<file path="src/design/lrt_pkg.sv">
// ----------------------------------------------------------------------------
// lrt_pkg: shared types and constants of the LRU replacement table
// Sizes of the slot store, opcode and status codes, and sequencer states.
// ----------------------------------------------------------------------------
`default_nettype none

package lrt_pkg;

    // Table geometry.
    localparam int CAPACITY = 16;
    localparam int KEY_W    = 32;
    localparam int SLOT_W   = $clog2(CAPACITY);
    localparam int AGE_W    = $clog2(CAPACITY);
    localparam int COUNT_W  = $clog2(CAPACITY + 1);
    localparam int OP_W     = 2;
    localparam int STAT_W   = 2;

    // Operation codes of a request beat.
    typedef enum logic [OP_W-1:0] {
        OP_INSERT = 2'd0,
        OP_EVICT  = 2'd1,
        OP_ERASE  = 2'd2
    } t_opcode;

    // Status codes of a response beat.
    typedef enum logic [STAT_W-1:0] {
        STAT_OK   = 2'd0,
        STAT_MISS = 2'd1,
        STAT_FULL = 2'd2
    } t_status;

    // Sequencer states.
    typedef enum logic [1:0] {
        S_IDLE,
        S_SCAN,
        S_UPDATE,
        S_RESP
    } t_state;

endpackage

`default_nettype wire

</file>
<file path="src/design/lrt_if.sv">
// ----------------------------------------------------------------------------
// lrt_if: request and response channels of the LRU replacement table
// Valid/ready channels; a beat moves on a clock edge with both high.
// ----------------------------------------------------------------------------
`default_nettype none

interface lrt_req_if;
    logic                           valid;
    logic                           ready;
    logic [lrt_pkg::OP_W-1:0]       opcode;
    logic [lrt_pkg::KEY_W-1:0]      key;

    modport source (output valid, output opcode, output key, input ready);
    modport sink   (input valid, input opcode, input key, output ready);
endinterface

interface lrt_rsp_if;
    logic                           valid;
    logic                           ready;
    logic [lrt_pkg::STAT_W-1:0]     status;
    logic [lrt_pkg::KEY_W-1:0]      victim_key;
    logic [lrt_pkg::COUNT_W-1:0]    entry_count;

    modport source (output valid, output status, output victim_key,
                    output entry_count, input ready);
    modport sink   (input valid, input status, input victim_key,
                    input entry_count, output ready);
endinterface

`default_nettype wire

</file>
<file path="src/design/lru_replacer_table_core.sv">
// ----------------------------------------------------------------------------
// lru_replacer_table_core: least-recently-used replacement table
// Holds up to 16 distinct keys with a recency rank each; supports insert or
// refresh, evict of the least recent key, and erase of a given key.
// ----------------------------------------------------------------------------
//
//  Channel   Dir  Fields                               Beat
//  i_req     in   opcode[1:0], key[31:0]               one operation
//  o_rsp     out  status[1:0], victim_key[31:0],       one result per request
//                 entry_count[4:0]
//
//  A request passes from acceptance through the scan, which walks the 16 slots
//  through one key and one rank comparator behind the key store's registered
//  read, then the update state and the response state; the next request is
//  taken in the idle state. Reset clears the valid marks, ranks and count
//  at once; the key store needs no clearing. No request is taken until the
//  response has gone; o_rsp stalls hold it.
//
`default_nettype none

module lru_replacer_table_core (
    input  wire         i_clk,
    input  wire         i_rst_n,
    lrt_req_if.sink     i_req,
    lrt_rsp_if.source   o_rsp
);

    localparam int CAP = lrt_pkg::CAPACITY;

    // Sequencer state.
    lrt_pkg::t_state                    r_state, n_state;

    // Latched request.
    lrt_pkg::t_opcode                   r_op, n_op;
    logic [lrt_pkg::KEY_W-1:0]          r_key, n_key;

    // Slot bookkeeping.
    logic                               r_valid [CAP];
    logic                               n_valid [CAP];
    logic [lrt_pkg::AGE_W-1:0]          r_age [CAP];
    logic [lrt_pkg::AGE_W-1:0]          n_age [CAP];
    logic [lrt_pkg::COUNT_W-1:0]        r_count, n_count;

    // Key store and its read pipeline.
    logic [lrt_pkg::KEY_W-1:0]          r_key_mem [CAP];
    logic [lrt_pkg::KEY_W-1:0]          r_rd_data;
    logic                               r_rd_valid, n_rd_valid;
    logic [lrt_pkg::SLOT_W-1:0]         r_rd_idx, n_rd_idx;
    logic [lrt_pkg::COUNT_W-1:0]        r_cnt, n_cnt;
    logic                               w_mem_we;

    // Scan results.
    logic                               r_hit, n_hit;
    logic [lrt_pkg::SLOT_W-1:0]         r_hit_idx, n_hit_idx;
    logic [lrt_pkg::AGE_W-1:0]          r_hit_age, n_hit_age;
    logic                               r_free_found, n_free_found;
    logic [lrt_pkg::SLOT_W-1:0]         r_free_idx, n_free_idx;
    logic                               r_best_found, n_best_found;
    logic [lrt_pkg::SLOT_W-1:0]         r_best_idx, n_best_idx;
    logic [lrt_pkg::AGE_W-1:0]          r_best_age, n_best_age;
    logic [lrt_pkg::KEY_W-1:0]          r_best_key, n_best_key;

    // Response register.
    lrt_pkg::t_status                   r_status, n_status;
    logic [lrt_pkg::KEY_W-1:0]          r_victim, n_victim;
    logic [lrt_pkg::COUNT_W-1:0]        r_out_count, n_out_count;

    // Slot under comparison in this scan cycle.
    logic                               w_cur_valid;
    logic [lrt_pkg::AGE_W-1:0]          w_cur_age;

    assign w_cur_valid = r_valid[r_rd_idx];
    assign w_cur_age   = r_age[r_rd_idx];

    // Next state.
    always_comb begin
        n_state = r_state;
        case (r_state)
            lrt_pkg::S_IDLE: begin
                if (i_req.valid) n_state = lrt_pkg::S_SCAN;
            end
            lrt_pkg::S_SCAN: begin
                if (r_cnt == lrt_pkg::COUNT_W'(CAP)) n_state = lrt_pkg::S_UPDATE;
            end
            lrt_pkg::S_UPDATE: begin
                n_state = lrt_pkg::S_RESP;
            end
            lrt_pkg::S_RESP: begin
                if (o_rsp.ready) n_state = lrt_pkg::S_IDLE;
            end
            default: begin
                n_state = lrt_pkg::S_IDLE;
            end
        endcase
    end

    // Handshake and response outputs.
    always_comb begin
        i_req.ready       = (r_state == lrt_pkg::S_IDLE);
        o_rsp.valid       = (r_state == lrt_pkg::S_RESP);
        o_rsp.status      = r_status;
        o_rsp.victim_key  = r_victim;
        o_rsp.entry_count = r_out_count;
    end

    // Datapath: scan comparisons and the table update.
    always_comb begin
        n_op         = r_op;
        n_key        = r_key;
        n_valid      = r_valid;
        n_age        = r_age;
        n_count      = r_count;
        n_rd_valid   = r_rd_valid;
        n_rd_idx     = r_rd_idx;
        n_cnt        = r_cnt;
        n_hit        = r_hit;
        n_hit_idx    = r_hit_idx;
        n_hit_age    = r_hit_age;
        n_free_found = r_free_found;
        n_free_idx   = r_free_idx;
        n_best_found = r_best_found;
        n_best_idx   = r_best_idx;
        n_best_age   = r_best_age;
        n_best_key   = r_best_key;
        n_status     = r_status;
        n_victim     = r_victim;
        n_out_count  = r_out_count;
        w_mem_we     = 1'b0;

        case (r_state)
            lrt_pkg::S_IDLE: begin
                // Latch the request and arm the scan.
                if (i_req.valid) begin
                    n_op         = lrt_pkg::t_opcode'(i_req.opcode);
                    n_key        = i_req.key;
                    n_cnt        = '0;
                    n_rd_valid   = 1'b0;
                    n_hit        = 1'b0;
                    n_free_found = 1'b0;
                    n_best_found = 1'b0;
                end
            end
            lrt_pkg::S_SCAN: begin
                // Issue the next read, then compare the slot read last cycle.
                n_cnt      = r_cnt + 1'b1;
                n_rd_valid = (r_cnt < lrt_pkg::COUNT_W'(CAP));
                n_rd_idx   = r_cnt[lrt_pkg::SLOT_W-1:0];
                if (r_rd_valid) begin
                    if (w_cur_valid && (r_rd_data == r_key) && !r_hit) begin
                        n_hit     = 1'b1;
                        n_hit_idx = r_rd_idx;
                        n_hit_age = w_cur_age;
                    end
                    if (!w_cur_valid && !r_free_found) begin
                        n_free_found = 1'b1;
                        n_free_idx   = r_rd_idx;
                    end
                    if (w_cur_valid && (!r_best_found || (w_cur_age > r_best_age))) begin
                        n_best_found = 1'b1;
                        n_best_idx   = r_rd_idx;
                        n_best_age   = w_cur_age;
                        n_best_key   = r_rd_data;
                    end
                end
            end
            lrt_pkg::S_UPDATE: begin
                n_status = lrt_pkg::STAT_MISS;
                n_victim = '0;
                case (r_op)
                    lrt_pkg::OP_INSERT: begin
                        if (r_hit) begin
                            // Refresh: younger entries age by one.
                            for (int i = 0; i < CAP; i++) begin
                                if (r_valid[i] && (r_age[i] < r_hit_age)) begin
                                    n_age[i] = r_age[i] + 1'b1;
                                end
                            end
                            n_age[r_hit_idx] = '0;
                            n_status         = lrt_pkg::STAT_OK;
                        end else if (r_count >= lrt_pkg::COUNT_W'(CAP) || !r_free_found) begin
                            n_status = lrt_pkg::STAT_FULL;
                        end else begin
                            // New key: all entries age, key takes the free slot.
                            for (int i = 0; i < CAP; i++) begin
                                if (r_valid[i]) n_age[i] = r_age[i] + 1'b1;
                            end
                            n_valid[r_free_idx] = 1'b1;
                            n_age[r_free_idx]   = '0;
                            n_count             = r_count + 1'b1;
                            w_mem_we            = 1'b1;
                            n_status            = lrt_pkg::STAT_OK;
                        end
                    end
                    lrt_pkg::OP_EVICT: begin
                        if (r_best_found) begin
                            n_victim            = r_best_key;
                            n_valid[r_best_idx] = 1'b0;
                            n_age[r_best_idx]   = '0;
                            if (r_count != '0) n_count = r_count - 1'b1;
                            n_status            = lrt_pkg::STAT_OK;
                        end
                    end
                    lrt_pkg::OP_ERASE: begin
                        if (r_hit) begin
                            // Older entries move up by one.
                            for (int i = 0; i < CAP; i++) begin
                                if (r_valid[i] && (r_age[i] > r_hit_age)) begin
                                    n_age[i] = r_age[i] - 1'b1;
                                end
                            end
                            n_valid[r_hit_idx] = 1'b0;
                            n_age[r_hit_idx]   = '0;
                            if (r_count != '0) n_count = r_count - 1'b1;
                            n_status           = lrt_pkg::STAT_OK;
                        end
                    end
                    default: begin
                        n_status = lrt_pkg::STAT_MISS;
                    end
                endcase
                n_out_count = n_count;
            end
            lrt_pkg::S_RESP: begin
                n_rd_valid = 1'b0;
            end
            default: begin
                n_rd_valid = 1'b0;
            end
        endcase
    end

    // Key store: one write port, one registered read port.
    always_ff @(posedge i_clk) begin
        if (w_mem_we) begin
            r_key_mem[r_free_idx] <= r_key;
        end
        r_rd_data <= r_key_mem[r_cnt[lrt_pkg::SLOT_W-1:0]];
    end

    // Control registers.
    always_ff @(posedge i_clk) begin
        if (!i_rst_n) begin
            r_state    <= lrt_pkg::S_IDLE;
            r_count    <= '0;
            r_rd_valid <= 1'b0;
            for (int i = 0; i < CAP; i++) begin
                r_valid[i] <= 1'b0;
                r_age[i]   <= '0;
            end
        end else begin
            r_state    <= n_state;
            r_count    <= n_count;
            r_rd_valid <= n_rd_valid;
            r_valid    <= n_valid;
            r_age      <= n_age;
        end
    end

    // Payload registers.
    always_ff @(posedge i_clk) begin
        r_op         <= n_op;
        r_key        <= n_key;
        r_rd_idx     <= n_rd_idx;
        r_cnt        <= n_cnt;
        r_hit        <= n_hit;
        r_hit_idx    <= n_hit_idx;
        r_hit_age    <= n_hit_age;
        r_free_found <= n_free_found;
        r_free_idx   <= n_free_idx;
        r_best_found <= n_best_found;
        r_best_idx   <= n_best_idx;
        r_best_age   <= n_best_age;
        r_best_key   <= n_best_key;
        r_status     <= n_status;
        r_victim     <= n_victim;
        r_out_count  <= n_out_count;
    end

endmodule

`default_nettype wire

</file>
<file path="src/flat_wrapper.sv">
// flat-port wrapper written by rule: the top's interface ports become plain ports
module lru_replacer_table_core_flat 
  (i_clk, i_rst_n, i_req_valid, i_req_opcode, i_req_key, i_req_ready, o_rsp_valid, o_rsp_status, o_rsp_victim_key, o_rsp_entry_count, o_rsp_ready);
  lrt_req_if i_req_i ();
  lrt_rsp_if o_rsp_i ();
  input  wire i_clk;
  input  wire i_rst_n;
  input wire logic [$bits(i_req_i.valid)-1:0] i_req_valid;
  input wire logic [$bits(i_req_i.opcode)-1:0] i_req_opcode;
  input wire logic [$bits(i_req_i.key)-1:0] i_req_key;
  output wire logic [$bits(i_req_i.ready)-1:0] i_req_ready;
  output wire logic [$bits(o_rsp_i.valid)-1:0] o_rsp_valid;
  output wire logic [$bits(o_rsp_i.status)-1:0] o_rsp_status;
  output wire logic [$bits(o_rsp_i.victim_key)-1:0] o_rsp_victim_key;
  output wire logic [$bits(o_rsp_i.entry_count)-1:0] o_rsp_entry_count;
  input wire logic [$bits(o_rsp_i.ready)-1:0] o_rsp_ready;
  assign i_req_i.valid = i_req_valid;
  assign i_req_i.opcode = i_req_opcode;
  assign i_req_i.key = i_req_key;
  assign i_req_ready = i_req_i.ready;
  assign o_rsp_valid = o_rsp_i.valid;
  assign o_rsp_status = o_rsp_i.status;
  assign o_rsp_victim_key = o_rsp_i.victim_key;
  assign o_rsp_entry_count = o_rsp_i.entry_count;
  assign o_rsp_i.ready = o_rsp_ready;
  lru_replacer_table_core u_core (.i_clk(i_clk), .i_rst_n(i_rst_n), .i_req(i_req_i), .o_rsp(o_rsp_i));
endmodule
</file>
<file path="config.mk">
export PLATFORM = sky130hd
export DESIGN_NAME = lru_replacer_table_core_flat
export DESIGN_NICKNAME = d
export VERILOG_FILES = /design/src/design/lrt_pkg.sv /design/src/design/lrt_if.sv /design/src/design/lru_replacer_table_core.sv /design/src/flat_wrapper.sv
export SDC_FILE = /design/constraint.sdc
export NUM_CORES = 1
export LEC_CHECK = 0
export BUFFER_PORTS_ARGS = -buffer_cell sky130_fd_sc_hd__buf_4
export CAP_MARGIN = 0
export CORE_ASPECT_RATIO = 2
export CORE_MARGIN = 3
export CORE_UTILIZATION = 60
export DETAILED_ROUTE_END_ITERATION = 12
export PLACE_DENSITY_LB_ADDON = 0.2
export SETUP_SLACK_MARGIN = 0.4
export SLEW_MARGIN = 0
export SYNTH_ARGS = -nofsm -noshare
export SYNTH_HDL_FRONTEND = slang
export SYNTH_SLANG_ARGS = --single-unit
</file>
<file path="constraint.sdc">
create_clock -name i_clk -period 6.75 [get_ports i_clk]
set_input_delay 0.3375 -clock i_clk [delete_from_list [all_inputs] [get_ports i_clk]]
set_output_delay 0.3375 -clock i_clk [all_outputs]
set_load 0.1 [all_outputs]
</file>
==> flow_summary.yaml, run 1 <==
run_status:
  outcome: "finished, final reports clean"
yosys:
  synth-warning-count: 0
  synthDistinctLibCells: 91
  synth_flop_cell: "edfxtp_1"
  ys_seq_area_share_pct: 60.5
  syn_nets: 2697
  syn_area_um2: 36200
  syn_avg_cell_area_um2: 14.2
  async_reset_ff_share_pct: 0
  synth_edf_count: 649
  synthCells: 2547
  synth.ff_latch_count: 769
grt:
  antenna_found_initial: 1
  grt_max_degree: 133
  grt.total_usage_pct: 34.2
  grt_overflow: 0
  grt_pass1_vias: 25400
  grt_pass1_wl_um: 162000
sta:
  max_freq_mhz: 213
  rsz0062_at_grt: "no"
  finClkSkew_ns: 0.0336
  finalSetupViolCount: 0
  slew_violations: 0
  finalCritPeriodShare_pct: 69.5
  hold_violations: 0
  slew_headroom_pct: 21.2
  fin_setup_tns_ns: 0
  tightestPinTransition_ns: 1.18
  min_period_ns: 4.69
cells_and_area:
  antenna_cells: 0
  utilization_pct: 67.9
  filler_cell_count: 4124
  final-seq-area_um2: 21900
  multi_input_area_um2: 13500
  syn_to_final_growth_pct: 11.2
  drive_gt1_share_pct: 17.3
  final_nets: 2775
worst_setup_path:
  path_class: "reg2reg"
  max_stage_delay_ns: 1.10
  crit_arrival_ns: 4.97
  path_max_fanout: 23
  worstPathRequired_ns: 7.03
  end_kind: "flop"
  worstPathCellList: "mux4_2 > mux4_2 > ha_1 > nor2b_1 > o21ai_0 > nand2b_1 > a31oi_1 > nor3_2 > buf_4"
  cp_slowest_cell: "edfxtp_1"
  critPathMostFrequentCell: "mux4_2"
  start_kind: "flop"
clock_network:
  path_clk_slew_ns: 0.07
  root_buffer: "clkbuf_16"
  htreeDepth: 3
  cts_tree: "done"
  post_cts_resized: 0
  insertion_delay_ns: 0.63
  clockBufferDepth: 3
  cts-buffers-inserted: 66
  clock-sinks: 769
die:
  die_h_um: 353
  die_w_um: 180
  design.die.area_um2: 63500
  initial_core_util_pct: 61.0
  core-area_um2: 59300
  fp-row-count: 126
  ioPinCount: 79
drt:
  routedWlPerCell_um: 31.8
  vias: 24700
  drtPass1Iterations: 6
  ant_nets: 0
  post-route-drc-count: 0
  viasPerCell: 7.17
  wirelength_um: 109000
  drtIter0Drc: 2536
power:
  seq_power_share_pct: 42.7
  combPwrFrac_pct: 29.6
  internal_power_mw: 9.57
  vdd_drop_max_uv: 380
  power_density_nw_per_um2: 362
  swShare_pct: 34.3
  power_switching_mw: 5.00
  power.share.clock_pct: 27.7
  p_leak_nw: 13.4
  p_total_mw: 14.6
placement:
  place_congestion: 0.976
  place_hpwl_um: 69100
  io_buffers: 78
flow_run:
  maxCapViolCount: 0
worst_hold_path:
  hold_path_class: "in2reg"
==> per-stage QoR <==
stage / area [µm²] / hold slack (ns) / instances / worst slack, ns
6_report: 40200 / 0.171 / 3445 / 2.06
5_1_grt: 40200 / 0.191 / 3445 / 1.87
4_1_cts: 40200 / 0.129 / 3445 / 2.11
3_5_place_dp: 37600 / 0.438 / 3291 / 2.16
3_3_place_gp: 37600 / 0.435 / 3291 / 2.09
2_1_floorplan: 36200 / 0.424 / 2547 / 0.717
==> cells in the final DEF, fill, tap and decap left out, drive strengths merged, types with 21 or more instances in the layout <==
cell and n:
o21ai 98, a21oi 132, nor3 35, nand3 49, dfxtp 120, dlygate4sd3 34, xor2 40, a211oi 42
clkbuf 80, edfxtp 649, nand2 147, buf 125, mux2i 21, inv 88, nand4 39, ha 112
a31oi 38, nor2 114, o211ai 23, and2 35, and3 48, mux4 184, nor2b 37
==> flip-flops by register name (all words and copies together), names as in the netlist, 5 cells and up <==
signal,count
u_core.o_rsp.entry_count,5
u_core.o_rsp.victim_key,32
u_core.r_age,64
u_core.r_best_key,32
u_core.r_cnt,5
u_core.r_count,5
u_core.r_key,32
u_core.r_key_mem,512
u_core.r_rd_data,32
u_core.r_valid,16
==> worst max-delay path, delay by kind of cell (launching register included) <==
family / cells / cell delay [ns]
compound gates: 2 / 0.24
fa+ha+maj: 1 / 0.31
buf+inv: 1 / 0.44
flops: 1 / 1.10
mux: 2 / 1.22
simple gates: 3 / 1.01
==> cell usage after synthesis, types with 23 or more instances <==
cell type  count  area [µm²]
a211oi_1      42         315
a21oi_1      130         651
a31oi_1       38         238
and2_1        35         219
and3_1        48         300
buf_2         25         125
clkbuf_1     108         405
dfxtp_1      120        2400
edfxtp_1     649       19500
ha_1         112        1400
inv_1         78         293
mux4_2       184        4140
nand2_1      146         548
nand3_1       49         245
nand4_1       39         244
nor2_1       114         428
nor2b_1       37         231
nor3_1        33         165
o211ai_1      23         173
o21ai_0       88         440
xor2_1        40         350
==> layout make-up <==
class                           count  share of cell area [%]
Inverter                           80                   0.746
Clock inverter                     40                    1.33
Tap cell                          768                    2.39
Clock buffer                       80                    4.29
Sequential cell                   769                    54.4
Timing Repair Buffer              159                    3.24
Multi-Input combinational cell   1549                    33.6
==> per-layer routing <==
metal	global-route usage, %	vias to the layer above	share of wire (%)
met4	25.4	0	9.0
met2	60.1	1539	52
met1	37.3	12300	32
li1	-	10300	-
met5	0	-	0
met3	5.32	530	7.1
==> kinds of logic (layout without fill, tap and decap cells) <==
logic type               Yosys count  in the layout  synth area share, %
AO/OA/AOI/OAI                    559            559                 10.5
XOR/XNOR                          57             57                 1.38
adder cells (fa/ha/maj)          112            112                 3.87
buffers and inverters            229            359                 2.54
flip-flops                       769            769                 60.5
multiplexers                     206            206                 12.1
AND/OR/NAND/NOR                  615            615                 9.12
==> worst paths after layout <==
path	startpoint	cells after the start	to	slack, ns
worst min-delay path	i_req_valid	4	u_core.r_rd_valid$_SDFFE_PN0P_	0.17
worst max register to register	u_core.r_rd_idx[1]$_DFFE_PP_	9	u_core.r_best_key[20]$_DFFE_PP_	2.06
worst min register to register	u_core.r_rd_data[29]$_DFF_P_	0	u_core.r_best_key[29]$_DFFE_PP_	0.45
worst max-delay path	u_core.r_rd_idx[1]$_DFFE_PP_	9	u_core.r_best_key[20]$_DFFE_PP_	2.06
==> power by group through the flow <==
stage                     Sequential, mW  Clock, mW  Combinational [mW]
after floorplan                     6.48          0                2.74
after global placement              6.28          0                4.18
after detailed placement            6.31          0                4.23
after CTS                           6.21       4.07                4.28
after global routing                6.27       4.25                4.54
final                               6.23       4.03                4.31
==> timing repair <==
action / in CTS / in global routing
hold endpoints to repair: 34 / 0
setup buffers: 0 / 0
hold buffers: 34 / 0
endpoints found under the setup margin: 0 / 0
Power figures use the tool's default switching activity.
==> run 2: changes to the inputs <==
--- a/config.mk
+++ b/config.mk
@@ -9,7 +9,7 @@
 export CAP_MARGIN = 0
 export CORE_ASPECT_RATIO = 2
 export CORE_MARGIN = 3
-export CORE_UTILIZATION = 60
+export CORE_UTILIZATION = 57
 export DETAILED_ROUTE_END_ITERATION = 12
 export PLACE_DENSITY_LB_ADDON = 0.2
 export SETUP_SLACK_MARGIN = 0.4
==> constraint.sdc (replaced) <==
create_clock -name i_clk -period 4.1 [get_ports i_clk]
set_input_delay 0.205 -clock i_clk [delete_from_list [all_inputs] [get_ports i_clk]]
set_output_delay 0.205 -clock i_clk [all_outputs]
set_load 0.1 [all_outputs]
==> run 2 against run 1 <==
Clock skew decreased by 0.0069 ns. Sequential power increased by 65%. Worst setup slack got worse by 1.4 ns. Flip-flop and latch count unchanged. Sequential share of layout area decreased by 0.66 points. Core utilization decreased by 3.0 points. Die area increased by 5.1%. Final area increased by 1.2%. Wire length decreased by 2.9%. Highest routed layer is now met5.
==> flow_summary.yaml, run 2 (same netlist as run 1, synthesis figures left out) <==
placement:
  place_hpwl_um: 67200
  place_congestion: 1.03
  dp.cells: 3343
  io_buffers: 78
worst_setup_path:
  rr_startpoint: "u_core.r_rd_idx[1]$_DFFE_PP_"
  worstPathCellList: "buf_4 > mux4_2 > mux4_2 > ha_4 > nor2b_1 > o21ai_1 > nand2b_1 > a31oi_2 > nor3_4 > buf_6"
  cp.depth: 10
  crit_arrival_ns: 3.71
  worstPathRequired_ns: 4.35
  critPathMostFrequentCell: "mux4_2"
  path_max_fanout: 27
  path_class: "reg2reg"
  r2r_slack_ns: 0.65
  end_kind: "flop"
  start_kind: "flop"
  max_stage_delay_ns: 0.63
  crit_path_start: "u_core.r_rd_idx[1]$_DFFE_PP_"
  crit_end: "u_core.r_best_key[22]$_DFFE_PP_"
  reg2reg_depth: 10
  r2r-end: "u_core.r_best_key[22]$_DFFE_PP_"
  worst-path-buf-inv: 2
  crit_family: "multiplexers"
  cp_slowest_cell: "mux4_2"
cells_and_area:
  largest_reg_flops: 512
  most-common-layout-cells: "649 x edfxtp_1, 184 x mux4_2, 146 x nand2_1"
  syn_to_final_growth_pct: 12.6
  final_nets: 2808
  fin_cells: 3504
  top_register: "u_core.r_key_mem"
  final_common_cell: "edfxtp_1"
  drive_gt1_share_pct: 18.7
  reg_top3: "u_core.r_key_mem x512, u_core.r_age x64"
sta:
  finalCritPeriodShare_pct: 84.3
  hold_violations: 0
  fin_setup_tns_ns: 0
  slew_violations: 0
  finalSetupViolCount: 0
  finClkSkew_ns: 0.0268
  rsz0062_at_grt: "no"
  min_period_ns: 3.45
  slew_headroom_pct: 18.1
  max_freq_mhz: 289
  tightestPinTransition_ns: 1.22
clock_network:
  htreeDepth: 3
  insertion_delay_ns: 0.61
  root_buffer: "clkbuf_16"
  clock-sinks: 769
  path_clk_slew_ns: 0.08
  clockBufferDepth: 3
  cts-buffers-inserted: 67
  cts_tree: "done"
drt:
  routedWlPerCell_um: 30.3
  post-route-drc-count: 0
  ant_nets: 0
  viasPerCell: 6.99
  vias: 24500
  wirelength_um: 106000
  drtIter0Drc: 2362
  drtPass1Iterations: 8
die:
  core-area_um2: 62800
  die_h_um: 362
  initial_core_util_pct: 57.6
  fp-row-count: 130
  design.die.area_um2: 66700
  die_w_um: 184
  ioPinCount: 79
grt:
  grt_overflow: 0
  antenna_found_initial: 2
  grt_pass1_wl_um: 159000
  grt.total_usage_pct: 32.2
  grt_max_degree: 87
  grt_pass1_vias: 25100
flow_run:
  maxCapViolCount: 0
power:
  internal_power_mw: 15.9
  power_switching_mw: 8.13
  power_density_nw_per_um2: 591
  combPwrFrac_pct: 29.5
  power.share.clock_pct: 27.7
  vdd_drop_max_uv: 648
  p_leak_nw: 13.6
  swShare_pct: 33.8
  seq_power_share_pct: 42.7
worst_hold_path:
  hold_path_depth: 5
  hold_path_class: "in2reg"
run_status:
  outcome: "finished, final reports clean"
-- run 2: changes by cell type in the layout (fill, tap and decap cells not counted), moves of 2 or more --
cell and delta:
buf_4 +17, clkinvlp_4 +4, clkinv_2 +7, clkbuf_16 +2
dlygate4sd3_1 +2, inv_16 -2, clkbuf_1 -4, clkinv_4 +2
inv_8 -2, buf_12 +12, clkinv_1 -6
-- run 2: layout make-up --
type | instances | area [µm²]
fillers | 4448 | 22100
repair buffers | 191 | 1700
well taps | 792 | 991
inverters | 80 | 300
clock inverters | 43 | 523
diodes | 1 | 2.50
multi-input cells | 1549 | 13500
clock buffers | 79 | 1770
flip-flops and latches | 769 | 21900
-- run 2: power by group through the flow --
stage / clock [mW] / sequential [mW] / combinational [mW]
after detailed placement: 0 / 10.4 / 7.02
after floorplan: 0 / 10.7 / 4.56
after global routing: 7.06 / 10.4 / 7.53
after global placement: 0 / 10.4 / 6.91
after CTS: 6.77 / 10.3 / 7.10
final: 6.67 / 10.3 / 7.11
-- run 2: tightest hold or removal path, cell delays in order --
cell and delay [ns]:
buf_4 0.13, inv_1 0.06, a221oi_1 0.15, nor2_1 0.11, a211oi_1 0.06
-- run 2: routing by layer --
metal	track usage, %	routed length (µm)
met5	0	13
met4	22.5	8890
met3	4.80	7300
met2	56.0	55100
met1	36.2	35000
-- run 2: repair_timing --
| action | in CTS | in global routing |
|---|---|---|
| buffers inserted | 0 | 2 |
| setup endpoints to repair | 21 | 27 |
| hold buffers | 36 | 0 |
| resized for setup | 1 | 0 |
| endpoints found under the hold margin | 42 | 0 |
-- run 2: how the worst min path moves through the flow --
stage                            start                        endpoint
after floorplan           i_req_key[0]       u_core.r_key[0]$_DFFE_PP_
after global placement    i_req_key[3]       u_core.r_key[3]$_DFFE_PP_
after detailed placement  i_req_key[0]       u_core.r_key[0]$_DFFE_PP_
after CTS                  o_rsp_ready  u_core.r_state[0]$_SDFFE_PN0P_
after global routing       o_rsp_ready  u_core.r_state[0]$_SDFFE_PN0P_
final                      o_rsp_ready  u_core.r_state[0]$_SDFFE_PN0P_
-- run 2: stage by stage --
stage	instance area, µm²	power, mW	hold WS, ns	util (%)	setup slack (ns)
after floorplan	36300	15.2	0.304	-	0.00580
after global placement	38000	17.3	0.383	60.6	0.412
after detailed placement	38000	17.5	0.384	60.6	0.417
after CTS	40700	24.1	0.127	64.8	0.501
after global routing	40700	24.9	0.171	64.9	0.583
final	40700	24.1	0.160	64.9	0.645
